`src/rtl/core/cse_pkg.sv`:
```
`timescale 1ns / 1ps
`default_nettype none

package cse_pkg;

   // Width of the internal running counts, reported in 16 bits
   localparam int COUNT_BITS = 16;
   localparam int REPORT_BITS = 16;
   localparam int CAP_BITS = 16;
   // Compare width that holds count plus expansion against capacity
   localparam int CMP_BITS = ((COUNT_BITS > CAP_BITS) ? COUNT_BITS : CAP_BITS) + 1;
   localparam logic [COUNT_BITS-1:0] COUNT_MAX = {COUNT_BITS{1'b1}};

   // Job queue between front and back
   localparam int QUEUE_DEPTH = 4;
   localparam int QPTR_BITS = $clog2(QUEUE_DEPTH);
   localparam int QCNT_BITS = $clog2(QUEUE_DEPTH + 1);

   // Register indexes on the control port
   localparam int CSR_INDEX_BITS = 2;
   localparam logic [CSR_INDEX_BITS-1:0] CSR_LIMIT_ENABLE = 2'd0;
   localparam logic [CSR_INDEX_BITS-1:0] CSR_OUT_CAPACITY = 2'd1;
   localparam logic [CAP_BITS-1:0] CAPACITY_RESET = 16'hffff;

   // Item kinds
   localparam logic KIND_DATA = 1'b0;
   localparam logic KIND_FINISH = 1'b1;

   // Character constants
   localparam logic [7:0] CHAR_PRINT_LO = 8'h20;
   localparam logic [7:0] CHAR_PRINT_HI = 8'h7e;
   localparam logic [7:0] CHAR_ZERO = 8'h30;
   localparam logic [7:0] CHAR_SEVEN = 8'h37;
   localparam logic [7:0] CHAR_BSLASH = 8'h5c;
   localparam logic [7:0] CHAR_DQUOTE = 8'h22;
   localparam logic [7:0] CHAR_APOS = 8'h27;
   localparam logic [7:0] CHAR_NUL = 8'h00;

   // One escaped item: up to four characters plus its report
   typedef struct packed {
      logic [3:0][7:0]         chars;
      logic [1:0]              last_idx;
      logic                    is_term;
      logic                    stopped;
      logic [REPORT_BITS-1:0]  consumed;
      logic [REPORT_BITS-1:0]  emitted;
   } job_type;

   // Letter of a named control escape, zero when the code has none
   function automatic logic [7:0] named_letter(input logic [7:0] c);
      logic [7:0] r;
      r = 8'h00;
      if (c < CHAR_PRINT_LO) begin
         case (c[4:0])
            5'd7:    r = "a";
            5'd8:    r = "b";
            5'd9:    r = "t";
            5'd10:   r = "n";
            5'd11:   r = "v";
            5'd12:   r = "f";
            5'd13:   r = "r";
            default: r = 8'h00;
         endcase
      end
      return r;
   endfunction

   // Low 16 bits of a count for the report
   function automatic logic [REPORT_BITS-1:0] to_report(input logic [COUNT_BITS-1:0] v);
      logic [31:0] w;
      w = 32'(v);
      return w[REPORT_BITS-1:0];
   endfunction

endpackage

`default_nettype wire

```
`src/rtl/core/cse_if.sv`:
```
`timescale 1ns / 1ps
`default_nettype none

interface cse_req_if;
   logic       valid;
   logic       ready;
   logic       kind;
   logic [7:0] in_byte;
   modport source (output valid, output kind, output in_byte, input ready);
   modport sink (input valid, input kind, input in_byte, output ready);
endinterface

interface cse_rsp_if;
   logic        valid;
   logic        ready;
   logic [7:0]  out_char;
   logic        run_last;
   logic        is_terminator;
   logic        stopped;
   logic [15:0] consumed_count;
   logic [15:0] out_length;
   modport source (output valid, output out_char, output run_last, output is_terminator,
                   output stopped, output consumed_count, output out_length, input ready);
   modport sink (input valid, input out_char, input run_last, input is_terminator,
                 input stopped, input consumed_count, input out_length, output ready);
endinterface

interface cse_csr_if;
   logic        valid;
   logic        ready;
   logic [1:0]  index;
   logic [15:0] data;
   modport source (output valid, output index, output data, input ready);
   modport sink (input valid, input index, input data, output ready);
endinterface

`default_nettype wire

```
`src/rtl/core/cse_front.sv`:
```
`timescale 1ns / 1ps
`default_nettype none

module cse_front (
   input  wire logic     clock,
   input  wire logic     reset,
   cse_req_if.sink       req_bus,
   cse_csr_if.sink       csr_bus,
   input  wire logic     queue_full,
   output logic          push,
   output cse_pkg::job_type push_job
);
   import cse_pkg::*;

   logic                  limit_ff, limit_in;
   logic [CAP_BITS-1:0]   cap_ff, cap_in;
   logic                  guard_ff, guard_in;
   logic                  halted_ff, halted_in;
   logic [COUNT_BITS-1:0] emitted_ff, emitted_in;
   logic [COUNT_BITS-1:0] consumed_ff, consumed_in;

   logic [7:0]            c;
   logic [7:0]            letter;
   logic                  octal_esc;
   logic [3:0][7:0]       seq;
   logic [2:0]            n;
   logic                  next_guard;
   logic                  fits;
   logic                  accept;
   logic [CMP_BITS-1:0]   need;
   logic [COUNT_BITS:0]   emit_sum;
   logic [COUNT_BITS:0]   cons_sum;
   logic [COUNT_BITS-1:0] emit_sat;
   logic [COUNT_BITS-1:0] cons_sat;

   assign req_bus.ready = !queue_full;
   assign csr_bus.ready = 1'b1;
   assign accept = req_bus.valid && !queue_full;

   // Classify the byte and build its escape sequence
   always_comb begin
      c = req_bus.in_byte;
      letter = named_letter(c);
      octal_esc = (c < CHAR_PRINT_LO) || (c > CHAR_PRINT_HI)
                  || (guard_ff && (c >= CHAR_ZERO) && (c <= CHAR_SEVEN));
      seq = '0;
      n = 3'd1;
      next_guard = 1'b0;
      if (octal_esc) begin
         seq[0] = CHAR_BSLASH;
         if (letter != 8'h00) begin
            seq[1] = letter;
            n = 3'd2;
         end else if (c[7:6] != 2'b00) begin
            seq[1] = CHAR_ZERO | {6'b0, c[7:6]};
            seq[2] = CHAR_ZERO | {5'b0, c[5:3]};
            seq[3] = CHAR_ZERO | {5'b0, c[2:0]};
            n = 3'd4;
         end else if (c[5:3] != 3'b000) begin
            seq[1] = CHAR_ZERO | {5'b0, c[5:3]};
            seq[2] = CHAR_ZERO | {5'b0, c[2:0]};
            n = 3'd3;
            next_guard = 1'b1;
         end else begin
            seq[1] = CHAR_ZERO | {5'b0, c[2:0]};
            n = 3'd2;
            next_guard = 1'b1;
         end
      end else if ((c == CHAR_DQUOTE) || (c == CHAR_APOS) || (c == CHAR_BSLASH)) begin
         seq[0] = CHAR_BSLASH;
         seq[1] = c;
         n = 3'd2;
      end else begin
         seq[0] = c;
      end
   end

   // Capacity check and saturating count updates
   always_comb begin
      need = CMP_BITS'(emitted_ff) + CMP_BITS'(n);
      fits = !limit_ff || (need < CMP_BITS'(cap_ff));
      emit_sum = (COUNT_BITS+1)'(emitted_ff) + (COUNT_BITS+1)'(n);
      cons_sum = (COUNT_BITS+1)'(consumed_ff) + (COUNT_BITS+1)'(1'b1);
      emit_sat = emit_sum[COUNT_BITS] ? COUNT_MAX : emit_sum[COUNT_BITS-1:0];
      cons_sat = cons_sum[COUNT_BITS] ? COUNT_MAX : cons_sum[COUNT_BITS-1:0];
   end

   // Next state and queued job
   always_comb begin
      guard_in = guard_ff;
      halted_in = halted_ff;
      emitted_in = emitted_ff;
      consumed_in = consumed_ff;
      push = 1'b0;
      push_job.chars = seq;
      push_job.last_idx = 2'(n - 3'd1);
      push_job.is_term = 1'b0;
      push_job.stopped = 1'b0;
      push_job.consumed = to_report(cons_sat);
      push_job.emitted = to_report(emit_sat);
      if (req_bus.kind == KIND_FINISH) begin
         push_job.chars = '0;
         push_job.chars[0] = CHAR_NUL;
         push_job.last_idx = 2'd0;
         push_job.is_term = 1'b1;
         push_job.stopped = halted_ff;
         push_job.consumed = to_report(consumed_ff);
         push_job.emitted = to_report(emitted_ff);
      end
      if (accept) begin
         if (req_bus.kind == KIND_FINISH) begin
            push = 1'b1;
            guard_in = 1'b0;
            halted_in = 1'b0;
            emitted_in = '0;
            consumed_in = '0;
         end else if (!halted_ff) begin
            if (fits) begin
               push = 1'b1;
               guard_in = next_guard;
               emitted_in = emit_sat;
               consumed_in = cons_sat;
            end else begin
               halted_in = 1'b1;
            end
         end
      end
   end

   // Capture register writes
   always_comb begin
      limit_in = limit_ff;
      cap_in = cap_ff;
      if (csr_bus.valid) begin
         case (csr_bus.index)
            CSR_LIMIT_ENABLE: limit_in = csr_bus.data[0];
            CSR_OUT_CAPACITY: cap_in = csr_bus.data;
            default: ;
         endcase
      end
   end

   always_ff @(posedge clock) begin
      if (reset) begin
         limit_ff <= 1'b0;
         cap_ff <= CAPACITY_RESET;
         guard_ff <= 1'b0;
         halted_ff <= 1'b0;
         emitted_ff <= '0;
         consumed_ff <= '0;
      end else begin
         limit_ff <= limit_in;
         cap_ff <= cap_in;
         guard_ff <= guard_in;
         halted_ff <= halted_in;
         emitted_ff <= emitted_in;
         consumed_ff <= consumed_in;
      end
   end

endmodule

`default_nettype wire

```
`src/rtl/core/cse_queue.sv`:
```
`timescale 1ns / 1ps
`default_nettype none

module cse_queue (
   input  wire logic             clock,
   input  wire logic             reset,
   input  wire logic             push,
   input  wire cse_pkg::job_type push_job,
   input  wire logic             pop,
   output logic                  full,
   output logic                  head_valid,
   output cse_pkg::job_type      head_job
);
   import cse_pkg::*;

   job_type                entries_ff [QUEUE_DEPTH];
   logic [QPTR_BITS-1:0]   wr_ptr_ff, wr_ptr_in;
   logic [QPTR_BITS-1:0]   rd_ptr_ff, rd_ptr_in;
   logic [QCNT_BITS-1:0]   count_ff, count_in;

   assign full = (count_ff == QCNT_BITS'(QUEUE_DEPTH));
   assign head_valid = (count_ff != '0);
   assign head_job = entries_ff[rd_ptr_ff];

   // Advance pointers and occupancy
   always_comb begin
      wr_ptr_in = wr_ptr_ff;
      rd_ptr_in = rd_ptr_ff;
      count_in = count_ff;
      if (push) begin
         wr_ptr_in = wr_ptr_ff + 1'b1;
      end
      if (pop) begin
         rd_ptr_in = rd_ptr_ff + 1'b1;
      end
      if (push && !pop) begin
         count_in = count_ff + 1'b1;
      end else if (pop && !push) begin
         count_in = count_ff - 1'b1;
      end
   end

   always_ff @(posedge clock) begin
      if (reset) begin
         wr_ptr_ff <= '0;
         rd_ptr_ff <= '0;
         count_ff <= '0;
      end else begin
         wr_ptr_ff <= wr_ptr_in;
         rd_ptr_ff <= rd_ptr_in;
         count_ff <= count_in;
      end
   end

   // Store the job
   always_ff @(posedge clock) begin
      if (push) begin
         entries_ff[wr_ptr_ff] <= push_job;
      end
   end

endmodule

`default_nettype wire

```
`src/rtl/core/cse_back.sv`:
```
`timescale 1ns / 1ps
`default_nettype none

module cse_back (
   input  wire logic             clock,
   input  wire logic             reset,
   input  wire logic             head_valid,
   input  wire cse_pkg::job_type head_job,
   output logic                  pop,
   cse_rsp_if.source             rsp_bus
);
   import cse_pkg::*;

   logic        valid_ff, valid_in;
   logic [1:0]  idx_ff, idx_in;
   logic [7:0]  char_ff, char_in;
   logic        last_ff, last_in;
   logic        term_ff, term_in;
   logic        stop_ff, stop_in;
   logic [15:0] cons_ff, cons_in;
   logic [15:0] len_ff, len_in;
   logic        load;
   logic        at_last;

   // Step through the head job one character per cycle while the result side is ready
   always_comb begin
      load = !valid_ff || rsp_bus.ready;
      at_last = (idx_ff == head_job.last_idx);
      valid_in = valid_ff;
      idx_in = idx_ff;
      pop = 1'b0;
      char_in = char_ff;
      last_in = last_ff;
      term_in = term_ff;
      stop_in = stop_ff;
      cons_in = cons_ff;
      len_in = len_ff;
      if (load) begin
         valid_in = head_valid;
         if (head_valid) begin
            char_in = head_job.chars[idx_ff];
            last_in = at_last;
            term_in = head_job.is_term;
            stop_in = head_job.stopped;
            cons_in = head_job.consumed;
            len_in = head_job.emitted;
            if (at_last) begin
               pop = 1'b1;
               idx_in = 2'd0;
            end else begin
               idx_in = idx_ff + 1'b1;
            end
         end
      end
   end

   always_ff @(posedge clock) begin
      if (reset) begin
         valid_ff <= 1'b0;
         idx_ff <= 2'd0;
      end else begin
         valid_ff <= valid_in;
         idx_ff <= idx_in;
      end
   end

   // Hold the output item
   always_ff @(posedge clock) begin
      char_ff <= char_in;
      last_ff <= last_in;
      term_ff <= term_in;
      stop_ff <= stop_in;
      cons_ff <= cons_in;
      len_ff <= len_in;
   end

   assign rsp_bus.valid = valid_ff;
   assign rsp_bus.out_char = char_ff;
   assign rsp_bus.run_last = last_ff;
   assign rsp_bus.is_terminator = term_ff;
   assign rsp_bus.stopped = stop_ff;
   assign rsp_bus.consumed_count = cons_ff;
   assign rsp_bus.out_length = len_ff;

endmodule

`default_nettype wire

```
`src/rtl/core/c_string_escape_encoder.sv`:
```
`timescale 1ns / 1ps
`default_nettype none

// C string literal escaper. Each data item is one raw byte and yields one to
// four output items, one character each (none once escaping halts): the byte
// itself, a backslash and a letter for named controls, a backslash before
// quote, apostrophe and backslash, or a backslash and 1 to 3 octal digits for
// other non-printing bytes and for digits 0 to 7 right after a short octal
// escape. A finish item yields one terminator item carrying the stopped flag
// and both counts, then clears the string state. With limit_enable set, the
// first byte whose expansion plus the terminator would overrun out_capacity
// halts escaping until finish. The front stage takes one item per cycle into
// a four-entry job queue unless it is full; the back stage sends one character
// per cycle while the result side is ready. Only bytes 0x7f and up take four.
// Write the two registers only while no items are in flight.
module c_string_escape_encoder (
   input  wire logic clock,
   input  wire logic reset,
   cse_req_if.sink   req_bus,
   cse_rsp_if.source rsp_bus,
   cse_csr_if.sink   csr_bus
);
   import cse_pkg::*;

   logic    push;
   job_type push_job;
   logic    pop;
   logic    full;
   logic    head_valid;
   job_type head_job;

   cse_front u_front (
      .clock      (clock),
      .reset      (reset),
      .req_bus    (req_bus),
      .csr_bus    (csr_bus),
      .queue_full (full),
      .push       (push),
      .push_job   (push_job)
   );

   cse_queue u_queue (
      .clock      (clock),
      .reset      (reset),
      .push       (push),
      .push_job   (push_job),
      .pop        (pop),
      .full       (full),
      .head_valid (head_valid),
      .head_job   (head_job)
   );

   cse_back u_back (
      .clock      (clock),
      .reset      (reset),
      .head_valid (head_valid),
      .head_job   (head_job),
      .pop        (pop),
      .rsp_bus    (rsp_bus)
   );

endmodule

`default_nettype wire

```
`src/flat_wrapper.sv`:
```
// flat-port wrapper written by rule: the top's interface ports become plain ports
module c_string_escape_encoder_flat import cse_pkg::*;
  (clock, reset, req_bus_valid, req_bus_kind, req_bus_in_byte, req_bus_ready, rsp_bus_valid, rsp_bus_out_char, rsp_bus_run_last, rsp_bus_is_terminator, rsp_bus_stopped, rsp_bus_consumed_count, rsp_bus_out_length, rsp_bus_ready, csr_bus_valid, csr_bus_index, csr_bus_data, csr_bus_ready);
  cse_req_if req_bus_i ();
  cse_rsp_if rsp_bus_i ();
  cse_csr_if csr_bus_i ();
  input  wire logic clock;
  input  wire logic reset;
  input wire logic [$bits(req_bus_i.valid)-1:0] req_bus_valid;
  input wire logic [$bits(req_bus_i.kind)-1:0] req_bus_kind;
  input wire logic [$bits(req_bus_i.in_byte)-1:0] req_bus_in_byte;
  output wire logic [$bits(req_bus_i.ready)-1:0] req_bus_ready;
  output wire logic [$bits(rsp_bus_i.valid)-1:0] rsp_bus_valid;
  output wire logic [$bits(rsp_bus_i.out_char)-1:0] rsp_bus_out_char;
  output wire logic [$bits(rsp_bus_i.run_last)-1:0] rsp_bus_run_last;
  output wire logic [$bits(rsp_bus_i.is_terminator)-1:0] rsp_bus_is_terminator;
  output wire logic [$bits(rsp_bus_i.stopped)-1:0] rsp_bus_stopped;
  output wire logic [$bits(rsp_bus_i.consumed_count)-1:0] rsp_bus_consumed_count;
  output wire logic [$bits(rsp_bus_i.out_length)-1:0] rsp_bus_out_length;
  input wire logic [$bits(rsp_bus_i.ready)-1:0] rsp_bus_ready;
  input wire logic [$bits(csr_bus_i.valid)-1:0] csr_bus_valid;
  input wire logic [$bits(csr_bus_i.index)-1:0] csr_bus_index;
  input wire logic [$bits(csr_bus_i.data)-1:0] csr_bus_data;
  output wire logic [$bits(csr_bus_i.ready)-1:0] csr_bus_ready;
  assign req_bus_i.valid = req_bus_valid;
  assign req_bus_i.kind = req_bus_kind;
  assign req_bus_i.in_byte = req_bus_in_byte;
  assign req_bus_ready = req_bus_i.ready;
  assign rsp_bus_valid = rsp_bus_i.valid;
  assign rsp_bus_out_char = rsp_bus_i.out_char;
  assign rsp_bus_run_last = rsp_bus_i.run_last;
  assign rsp_bus_is_terminator = rsp_bus_i.is_terminator;
  assign rsp_bus_stopped = rsp_bus_i.stopped;
  assign rsp_bus_consumed_count = rsp_bus_i.consumed_count;
  assign rsp_bus_out_length = rsp_bus_i.out_length;
  assign rsp_bus_i.ready = rsp_bus_ready;
  assign csr_bus_i.valid = csr_bus_valid;
  assign csr_bus_i.index = csr_bus_index;
  assign csr_bus_i.data = csr_bus_data;
  assign csr_bus_ready = csr_bus_i.ready;
  c_string_escape_encoder u_core (.clock(clock), .reset(reset), .req_bus(req_bus_i), .rsp_bus(rsp_bus_i), .csr_bus(csr_bus_i));
endmodule
```
`config.mk`:
```
export PLATFORM = sky130hd
export DESIGN_NAME = c_string_escape_encoder_flat
export DESIGN_NICKNAME = d
export VERILOG_FILES = /design/src/rtl/core/cse_pkg.sv /design/src/rtl/core/cse_if.sv /design/src/rtl/core/cse_front.sv /design/src/rtl/core/cse_queue.sv /design/src/rtl/core/cse_back.sv /design/src/rtl/core/c_string_escape_encoder.sv /design/src/flat_wrapper.sv
export SDC_FILE = /design/constraint.sdc
export NUM_CORES = 1
export LEC_CHECK = 0
export BUFFER_PORTS_ARGS = -buffer_cell sky130_fd_sc_hd__buf_2
export CAP_MARGIN = 10
export CORE_UTILIZATION = 55
export DETAILED_ROUTE_END_ITERATION = 10
export PLACE_DENSITY = 0.84
export SYNTH_ARGS = -nofsm -noshare
export SYNTH_HDL_FRONTEND = slang
export SYNTH_SLANG_ARGS = --single-unit
```
`constraint.sdc`:
```
create_clock -name clock -period 8.3 [get_ports clock]
set_input_delay 1.66 -clock clock [delete_from_list [all_inputs] [get_ports clock]]
set_output_delay 1.66 -clock clock [all_outputs]
set_load 0.02 [all_outputs]
```
==> flow_summary.ini <==
[flow_run]
max-cap-violations = 0

[worst_hold_path]
hold_depth = 2
min_path_type = reg2reg
min-delay-start = u_core.u_front.guard_ff

[critical_path]
critPathRequiredTime_ns = 8.74
start_kind = input pin
reg2reg_setup_slack_ns = 2.15
r2r-end = u_core.u_queue.count_ff[2]
worstRegToRegCells = 26
crit_top_cell = ha_1
cp-endpoint = u_core.u_queue.count_ff[2]
critPathBufInv = 4
crit_path_max_fanout = 19
crit_family = simple AND/OR/NAND/NOR gates
crit_arrival_ns = 7.78
end_kind = flip-flop
max_stage_delay_ns = 0.56
cp.depth = 27
crit_type = in2reg
startpoint = req_bus_in_byte[3]
regToRegStartpoint = u_core.u_front.guard_ff
cp_slowest_cell = a211oi_2

[status]
status = complete, but fails checks
violations = design-rule violations

[pwr]
clkPwrFrac_pct = 29.1
ir_drop_v = 0.000162
swShare_pct = 28.6
pwr-share-seq_pct = 48.5
p_leak_nw = 5.78
total_power_mw = 4.89
p_sw_mw = 1.40
p_comb_share_pct = 22.4
p_per_area_nw_per_um2 = 297
internal_power_mw = 3.49

[floorplanning]
die_h_um = 166
start_util_pct = 56.5
dieArea_um2 = 27600
rows = 59
fp.dieW_um = 166
core_area_um2 = 26200
io_pins = 78

[cts]
cts.sinks = 346
clk_pin_slew_ns = 0.06
ctsResizeCount = 0
hold_buffers = 0
cts_setup_buffers = 0
htree_levels = 2
cts_buffer_depth = 3
clockRootBuffer = clkbuf_16
clk_latency_ns = 0.52
cts_buffers = 35
cts_tree = yes

[synth]
synthArstFlopShare_pct = 0
synth_seq_cells = 346
yosysSeqAreaShare_pct = 65.9
synth.cell_area_um2 = 14800
yosysTopAreaCellShare_pct = 57.4
yosys_warnings = 0
netlist_instances = 1038
ys_types = 66
yosysMostFrequentCell = edfxtp_1
syn_area_per_cell_um2 = 14.3
synth_edf_count = 283
ys.flop_type = edfxtp_1
yosysTopAreaCell = edfxtp_1
synth_common_cells = edfxtp_1 (283), a21oi_1 (96), nor2_1 (90)
synth_area_leaders = edfxtp_1 (57%), mux4_2 (9.6%), dfxtp_1 (8.5%)

[finish]
final_cell_count_no_fill = 1458
design_area_um2 = 16500
final_nets = 1157
seqCellArea_um2 = 9760
multi_input_area_um2 = 4580
n_fill_cell = 1848
fin_util_pct = 62.9
area_growth_pct = 11.4
drive_gt1_share_pct = 20.0
insertedDiodeCount = 0

[grt]
grt_pass1_wl_um = 47700
grt_pass1_vias = 8636
grt-ovfl-total = 0
antenna_found_initial = 0
grt_max_degree = 62
grt_usage_pct = 22.3

[sta]
fin_crit_sh_pct = 88.4
fin_setup_tns_ns = 0
worst_slew_pin_slew_ns = 1.06
rsz0062_at_grt = no
drv_slew = 0
whs_ns = 0.480
finalClockSkew_ns = 0.0133
fmax_ghz = 0.136
layout_min_cycle_time_ns = 7.34
fin_ws_ns = 0.962
setup_viol = 0
final-hold-violation-count = 0
relSlewSlack_pct = 29.3

[placed_design]
io_buffers = 76
post-place-cells = 1397
placed_area_um2 = 15500
detailed_place_hpwl_um = 18200
pre_cts_slack_ns = 0.512
place.gp.congestion = 0.852

[drt]
drc = 6
viasPerCell = 6.08
via_count = 8858
postRouteWirelength_um = 29700
drt_iter0_markers = 906
ant_nets = 0
drtPass1Iterations = 10
wl_per_cell_um = 20.4
## sequential cells by signal, indices dropped and copies added, names as in the netlist, 2 cells and up, named ones only
register and cells:
u_core.u_queue.rd_ptr_ff 2, u_core.u_back.idx_ff 2, u_core.u_queue.count_ff 3, u_core.u_queue.wr_ptr_ff 2, u_core.u_front.emitted_ff 16, u_core.u_queue.entries_ff 240, u_core.u_front.cap_ff 16, u_core.u_back.rsp_bus.out_char 8
u_core.u_back.rsp_bus.out_length 16, u_core.u_front.consumed_ff 16, u_core.u_back.rsp_bus.consumed_count 16
## area by class of cell
class,count,area share (%)
timing repair buffer,89,3.35
inverter,40,0.910
clock inverter,11,0.432
clock buffer,50,5.77
sequential,346,59.2
tap,335,2.54
multi-input combinational,587,27.8
## worst min path at each step
stage	endpoint	slack, ns
2_1_floorplan	u_core.u_front.guard_ff	0.43
3_3_place_gp	u_core.u_back.rsp_bus.valid	0.45
3_5_place_dp	u_core.u_back.rsp_bus.valid	0.47
4_1_cts	u_core.u_back.rsp_bus.valid	0.48
5_1_grt	u_core.u_front.guard_ff	0.50
6_report	u_core.u_front.guard_ff	0.48
## power groups by stage
stage / logic (mW) / registers (mW) / clock network (mW)
2_1_floorplan: 0.678 / 2.50 / 0
3_3_place_gp: 1.08 / 2.40 / 0
3_5_place_dp: 1.11 / 2.41 / 0
4_1_cts: 1.12 / 2.38 / 1.45
5_1_grt: 1.18 / 2.40 / 1.52
6_report: 1.10 / 2.37 / 1.42
## cells in the final DEF, fill, tap and decap left out, drive strengths merged, types with 8 or more instances in the layout
cell,instances
edfxtp,283
a21oi,96
nor2,90
buf,89
mux4,63
dfxtp,63
nand2,57
clkbuf,50
inv,42
nor3,39
ha,24
nand3,22
a31oi,20
a211o,17
o21ai,15
xnor2,15
and3,11
and2,11
mux2i,9
conb,9
clkinv,9
o211ai,8
## routing by layer
layer,part of all wire [%],global-route usage [%],vias up
li1,-,-,4061
met1,43,31.5,4378
met2,48,36.0,373
met3,7.3,3.34,46
met4,1.9,7.31,0
met5,0,0,-
## worst min-delay path, delay by kind of cell, from the launching register on
family,cells,cell delay (ns)
simple gates,1,0.06
compound gates,1,0.05
flops,1,0.32
## logic make-up (layout without fill, tap and decap cells)
group / Yosys count / after routing / share of synthesized area (%)
AOI/OAI and AO/OA: 196 / 196 / 8.28
xor gates and xnor gates: 22 / 22 / 1.30
adders and majority gates: 26 / 26 / 2.30
buffers and inverters: 112 / 190 / 3.38
DFF: 346 / 346 / 65.9
muxes: 74 / 74 / 10.3
other: 2 / 9 / 0.0507
and+or+nand+nor: 260 / 260 / 8.46
No activity file was read; power rests on OpenSTA's default activity.
